File: config.mk
export PLATFORM = sky130hd
export DESIGN_NAME = gcc_queue
export DESIGN_NICKNAME = d
export VERILOG_FILES = /design/src/rtl/core/gcc_pkg.sv /design/src/rtl/core/gcc_queue.sv
export SDC_FILE = /design/constraint.sdc
export NUM_CORES = 1
export LEC_CHECK = 0
export ABC_AREA = 1
export BUFFER_PORTS_ARGS = -buffer_cell sky130_fd_sc_hd__buf_2
export CORE_MARGIN = 10
export CORE_UTILIZATION = 49
export CTS_CLUSTER_SIZE = 12
export DETAILED_ROUTE_END_ITERATION = 10
export PLACE_DENSITY = 0.75
export SLEW_MARGIN = 20
export SYNTH_ARGS = -nofsm -noshare
export SYNTH_HDL_FRONTEND = slang
export SYNTH_SLANG_ARGS = --single-unit
File: constraint.sdc
create_clock -name clk -period 1.75 [get_ports clk]
set_input_delay 0 -clock clk [delete_from_list [all_inputs] [get_ports clk]]
set_output_delay 0 -clock clk [all_outputs]
set_load 0.1 [all_outputs]
File: src/rtl/core/gcc_pkg.sv
// Shared types and constants for the genotype concordance counter.
`timescale 1ns / 1ps

package gcc_pkg;

  localparam int CODE_W   = 2;
  localparam int BYTE_W   = 8;
  localparam int DOSAGE_W = 2;
  localparam int REPORT_W = 32;
  localparam int CELLS    = 9;
  localparam int BIN_W    = $clog2(CELLS);

  // Largest dosage, which is also the last matrix row and column
  localparam logic [DOSAGE_W-1:0] DOSAGE_MAX = 2'd2;

  typedef enum logic [CODE_W-1:0] {
    CODE_HOM_REF = 2'd0,
    CODE_HET     = 2'd1,
    CODE_HOM_ALT = 2'd2,
    CODE_MISSING = 2'd3
  } geno_code_t;

  typedef enum logic [1:0] {
    KIND_SITE  = 2'd0,
    KIND_CHROM = 2'd1,
    KIND_TOTAL = 2'd2,
    KIND_CELL  = 2'd3
  } report_kind_t;

  typedef struct packed {
    logic [CODE_W-1:0] code_first;
    logic [CODE_W-1:0] code_second;
    logic [BYTE_W-1:0] ref_first;
    logic [BYTE_W-1:0] alt_first;
    logic [BYTE_W-1:0] ref_second;
    logic [BYTE_W-1:0] alt_second;
    logic              ends_site;
    logic              ends_chromosome;
    logic              ends_run;
  } item_t;

  typedef struct packed {
    report_kind_t        report_kind;
    logic [DOSAGE_W-1:0] row_dosage;
    logic [DOSAGE_W-1:0] col_dosage;
    logic [REPORT_W-1:0] matched_count;
    logic [REPORT_W-1:0] compared_count;
    logic                last_report;
  } report_t;

  // Classified item as it travels from the front to the back
  typedef struct packed {
    logic             complete;
    logic             same;
    logic [BIN_W-1:0] bin;
    logic             end_site;
    logic             end_chrom;
    logic             end_run;
  } class_t;

  typedef struct packed {
    logic full;
    logic empty;
  } queue_status_t;

endpackage

File: src/rtl/core/gcc_queue.sv
// Short FIFO of classified items between the front and the back.
`timescale 1ns / 1ps

module gcc_queue #(
  parameter int DEPTH = 2
) (
  input  logic                   clk,
  input  logic                   rst,
  input  logic                   push,
  input  gcc_pkg::class_t        push_data,
  input  logic                   pop,
  output gcc_pkg::class_t        pop_data,
  output gcc_pkg::queue_status_t q_status
);

  localparam int PTR_W   = (DEPTH > 1) ? $clog2(DEPTH) : 1;
  localparam int COUNT_W = $clog2(DEPTH + 1);

  gcc_pkg::class_t    slots [DEPTH];
  logic [PTR_W-1:0]   wr_ptr, rd_ptr;
  logic [COUNT_W-1:0] count;
  logic               do_push, do_pop;

  assign q_status.full  = (count == COUNT_W'(DEPTH));
  assign q_status.empty = (count == '0);
  assign do_push        = push && !q_status.full;
  assign do_pop         = pop && !q_status.empty;
  assign pop_data       = slots[rd_ptr];

  // Store on push, advance pointers with wrap
  always_ff @(posedge clk) begin
    if (rst) begin
      wr_ptr <= '0;
      rd_ptr <= '0;
      count  <= '0;
    end else begin
      if (do_push) begin
        slots[wr_ptr] <= push_data;
        wr_ptr <= (wr_ptr == PTR_W'(DEPTH - 1)) ? '0 : wr_ptr + 1'b1;
      end
      if (do_pop) begin
        rd_ptr <= (rd_ptr == PTR_W'(DEPTH - 1)) ? '0 : rd_ptr + 1'b1;
      end
      if (do_push && !do_pop) begin
        count <= count + 1'b1;
      end else if (do_pop && !do_push) begin
        count <= count - 1'b1;
      end
    end
  end

endmodule

-- Word-level counts from Yosys, hierarchy flattened
Memory sizes are Yosys's and may differ from the RTL's. A register that Yosys moved wholly into a read port is not among the register bits.
Cells that the tools add are included.
- register bits after elaboration: 4
- bits in writable memories: 18
- bits of input ports: 13
- output and inout port bits: 11
- logic and storage cells: 28
- memories: 1
- memories (memory ; words ; bits a word ; read ports ; clocked after Yosys merged registers in ; write ports ; line ; text):
    slots ; 2 ; 9 ; 1 ; 1 ; 1 ; gcc_queue.sv:19 ; gcc_pkg::class_t slots [DEPTH];
- add/subtract/negate cells: 4
- equality and inequality tests: 1
- mux-type cells: 9
- reductions and logical operators: 10
- operator list (operator ; number):
    $mux W1 ; 7
    $logic_and A1 B1 Y1 ; 4
    $logic_not A1 Y1 ; 4
    $mux W2 ; 2
    $add A1 B1 Y1 const B ; 2
    $add A2 B1 Y2 const B ; 1
    $eq A2 B2 Y1 const B ; 1
    $logic_not A2 Y1 ; 1
    $reduce_bool A2 Y1 ; 1
    $sub A2 B1 Y2 const B ; 1

-- Longest topological paths before layout
- word-level depth: 7
- gate-level depth with buffers: 10
- depth with buffers taken out: 10

-- Worst setup path before layout
OpenSTA, ideal clock, no wires.
- path kind: register -> register
- from: register count[1]
- to: register count[1]
- setup time: 0.064 ns
- arrival time: 1.944 ns
- data required time: 1.686 ns
- setup slack: -0.258 ns
- stages on the path, launching flop included: 10
- buffers on the path: 0
- period minus slack after synthesis: 2.008 ns
- cells stage by stage: dfxtp_1 -> inv_2 -> nor2_2 -> nor2_2 -> ha_1 -> inv_1 -> nand3_1 -> nand2_1 -> inv_1 -> nor2_1
- RTL lines (element ; line ; text):
    from (decl) ; gcc_queue.sv:21 ; logic [COUNT_W-1:0] count;
    from (signal assigned) ; gcc_queue.sv:45 ; count <= count + 1'b1;
    from (signal assigned) ; gcc_queue.sv:47 ; count <= count - 1'b1;

==> impl_metrics.py <==
metrics = {
    "floorplanning": {
        "dieArea_sq_um": 3976,
        "row_count": 15,
        "die_w_microns": 63.06,
        "start_util_pct": 52.04,
        "core_sq_um": 1745,
        "die_h_microns": 63.06,
        "io_pins": 24,
    },
    "routing": {
        "dr_total_vias": 615,
        "wirelength_microns": 1699,
        "drt_drc_violations_left": 0,
        "antenna_left": 0,
        "drt-initial-drc-count": 17,
        "firstDrtPassIters": 4,
        "post_drt_via_cell_ratio": 4.731,
        "avgRoutedWirePerCell_microns": 13.07,
    },
    "global_routing": {
        "grt_usage_pct": 8.726,
        "grt_pass1_vias": 671,
        "grt_pass1_wl_microns": 2815,
        "grt_max_degree": 14,
        "antenna_found_initial": 0,
        "grt_overflow": 0,
    },
    "layout": {
        "nFillCells": 135,
        "final_nets": 120,
        "diodes": 0,
        "final_area_sq_um": 1207,
        "layout-drive-gt1-share_pct": 42.86,
        "syn_to_final_growth_pct": 32.92,
    },
    "clock_tree": {
        "cts_resized": 0,
        "cts-buffers-inserted": 3,
        "root_buffer": "clkbuf_4",
        "numClockSinks": 23,
        "cts_buffer_depth": 2,
        "clk_latency_ns": 0.30,
        "tritoncts": "built",
        "clkTransAtPathRegs_ns": 0.12,
        "htree_levels": 1,
    },
    "worst_setup_path": {
        "worstPathRequired_ns": 1.75,
        "crit_fanout": 9,
        "r2r-start": "count[0]",
        "ff2ff_setup_slack_ns": 0.28,
        "cp-start-kind": "register",
        "crit_slowest_cell": "dfxtp_1",
        "crit_arrival_ns": 1.56,
        "worstReg2RegEnd": "wr_ptr",
        "max_stage_delay_ns": 0.58,
        "critPathKind": "register to output pin",
        "cp_cell_sequence": "mux2_2, buf_2",
        "worst_r2r_path_depth": 5,
        "crit_path_end_kind": "output pin",
    },
    "yosys": {
        "synth_seq_cells": 23,
        "netlist_instances": 66,
        "yosys-top-cells-count": "18 x edfxtp_1, 9 x mux2_2, 7 x inv_1",
        "avgSynthCellArea_sq_um": 13.76,
        "synth_area_leaders": "edfxtp_1 60%, mux2_2 11%, dfxtp_1 11%",
        "async_reset_ff_share_pct": 0,
        "syn_area_sq_um": 908.4,
        "synth_warnings": 0,
        "ys_seq_area_share_pct": 70.52,
        "synth-main-ff-cell": "edfxtp_1",
        "syn_nets": 80,
        "synth_edf_count": 18,
        "synth_cell_type_count": 19,
        "yosysMostFrequentCell": "edfxtp_1",
        "netlist.area_leader.share_pct": 59.50,
        "yosysTopAreaCell": "edfxtp_1",
    },
    "sta": {
        "slew_viol_final": 0,
        "tns_ns": 0,
        "finalClockSkew_ns": 0.005402,
        "timing.final.crit_share_pct": 89.35,
        "rsz0062_at_grt": "false",
        "max_freq_mhz": 639.6,
        "min_period_ns": 1.564,
        "finalHoldViolations": 0,
        "relSlewSlack_pct": 67.28,
        "finalSetupViolations": 0,
        "worstMarginPinSlew_ns": 0.4942,
    },
    "place": {
        "gp_congestion": 0.6827,
        "io_buffers": 23,
        "placed_area_sq_um": 1070,
        "dpl.hpwl_microns": 1187,
    },
    "min_path": {
        "whs_path_depth": 4,
        "hp-class": "primary input to register",
        "hp-start": "pop",
    },
    "status": {
        "status": "completed",
    },
    "job": {
        "cap_violations": 0,
    },
    "pwr": {
        "power-per-cell-area_nw_per_um2": 1579,
        "ir_drop_v": 0.001293,
        "leakage_nw": 0.4932,
    },
}
==> critical path, delay by kind of cell, from the launching register on <==
kind	cells	cell delay, ns
mux	1	0.38
flops	1	0.58
buf+inv	1	0.29
==> routing by layer <==
metal | track usage (%) | vias up | wire, microns | part of all wire [%]
met1 | 8.063 | 291 | 645 | 38
met4 | 5.028 | 0 | 12 | 0.71
li1 | - | 306 | - | -
met5 | 0 | - | 0 | 0
met2 | 15.23 | 16 | 910 | 54
met3 | 4.240 | 2 | 131 | 7.7
==> registers in the layout, summed over array words and instances, names as in the netlist, named ones only <==
| name | flops |
|---|---|
| count | 2 |
| rd_ptr | 1 |
| slots | 18 |
| wr_ptr | 1 |
==> cell usage in the layout (no fill, tap or decap) <==
master / synthesis / routed
buf_2: 1 / 23
edfxtp_1: 18 / 18
dlygate4sd3_1: 0 / 11
mux2_2: 9 / 9
inv_1: 7 / 7
nor2_1: 5 / 5
nand2_1: 5 / 5
dfxtp_1: 5 / 5
o21ai_1: 3 / 3
clkbuf_4: 0 / 3
inv_2: 2 / 2
buf_4: 0 / 2
nor2_4: 0 / 1
nor2_2: 2 / 1
nor3_1: 1 / 1
nand2_2: 1 / 1
o21ai_0: 1 / 1
a21oi_1: 1 / 1
a21oi_2: 1 / 1
and2_4: 1 / 1
nand3_1: 1 / 1
nand4_1: 1 / 1
ha_1: 1 / 1
clkinv_2: 0 / 1
==> power by group <==
part / total (mW) / switching, mW / leakage (nW) / internal [mW]
Clock: 0.234 / 0.149 / 0.0177 / 0.0852
Combinational: 0.942 / 0.724 / 0.269 / 0.218
Sequential: 0.729 / 0.0648 / 0.206 / 0.664
==> repair_timing <==
action	in CTS	in global routing
endpoints found under the setup margin	0	0
endpoints found under the hold margin	19	0
setup buffers	0	0
hold buffers	11	0
==> worst max path at each step <==
stage / to / from / cells after the start
after floorplan: count[1] / count[1] / 9
final: pop_data[8] / register / 2
after global placement: slots[0][2] / count[0] / 5
after detailed placement: count[1] / count[0] / 8
after CTS: pop_data[8] / register / 2
after global routing: pop_data[8] / register / 2
==> metrics by stage <==
stage	hold slack (ns)	util [%]	power, mW	instances	setup WS, ns
4_1_cts	0.09614	69.18	1.924	130	0.1446
2_1_floorplan	0.06244	-	1.524	66	0.06628
3_3_place_gp	0.1878	61.29	1.647	115	0.4692
5_1_grt	0.1195	69.18	2.002	130	0.09390
6_report	0.1251	69.18	1.906	130	0.1864
3_5_place_dp	0.1924	61.29	1.665	115	0.4080
==> area by class of cell <==
type | count | area [sq um] | share of cell area (%)
flip-flops and latches | 23 | 640.6 | 53.06
repair buffers | 36 | 240.2 | 19.90
multi-input cells | 33 | 234.0 | 19.38
inverters | 9 | 33.78 | 2.798
well taps | 25 | 31.28 | 2.591
clock buffers | 3 | 22.52 | 1.865
clock inverters | 1 | 5.005 | 0.4145
==> kinds of logic (layout without fill, tap and decap cells) <==
| kind of cell | count (synthesis) | after routing | share of synthesized area, % |
|---|---|---|---|
| multiplexers | 9 | 9 | 11.16 |
| flip-flops | 23 | 23 | 70.52 |
| AND/OR/NAND/NOR | 17 | 17 | 8.953 |
| AO/OA/AOI/OAI | 6 | 6 | 3.718 |
| adder cells (fa/ha/maj) | 1 | 1 | 1.377 |
| buffers and inverters | 10 | 49 | 4.270 |
Power figures use the tool's default switching activity.
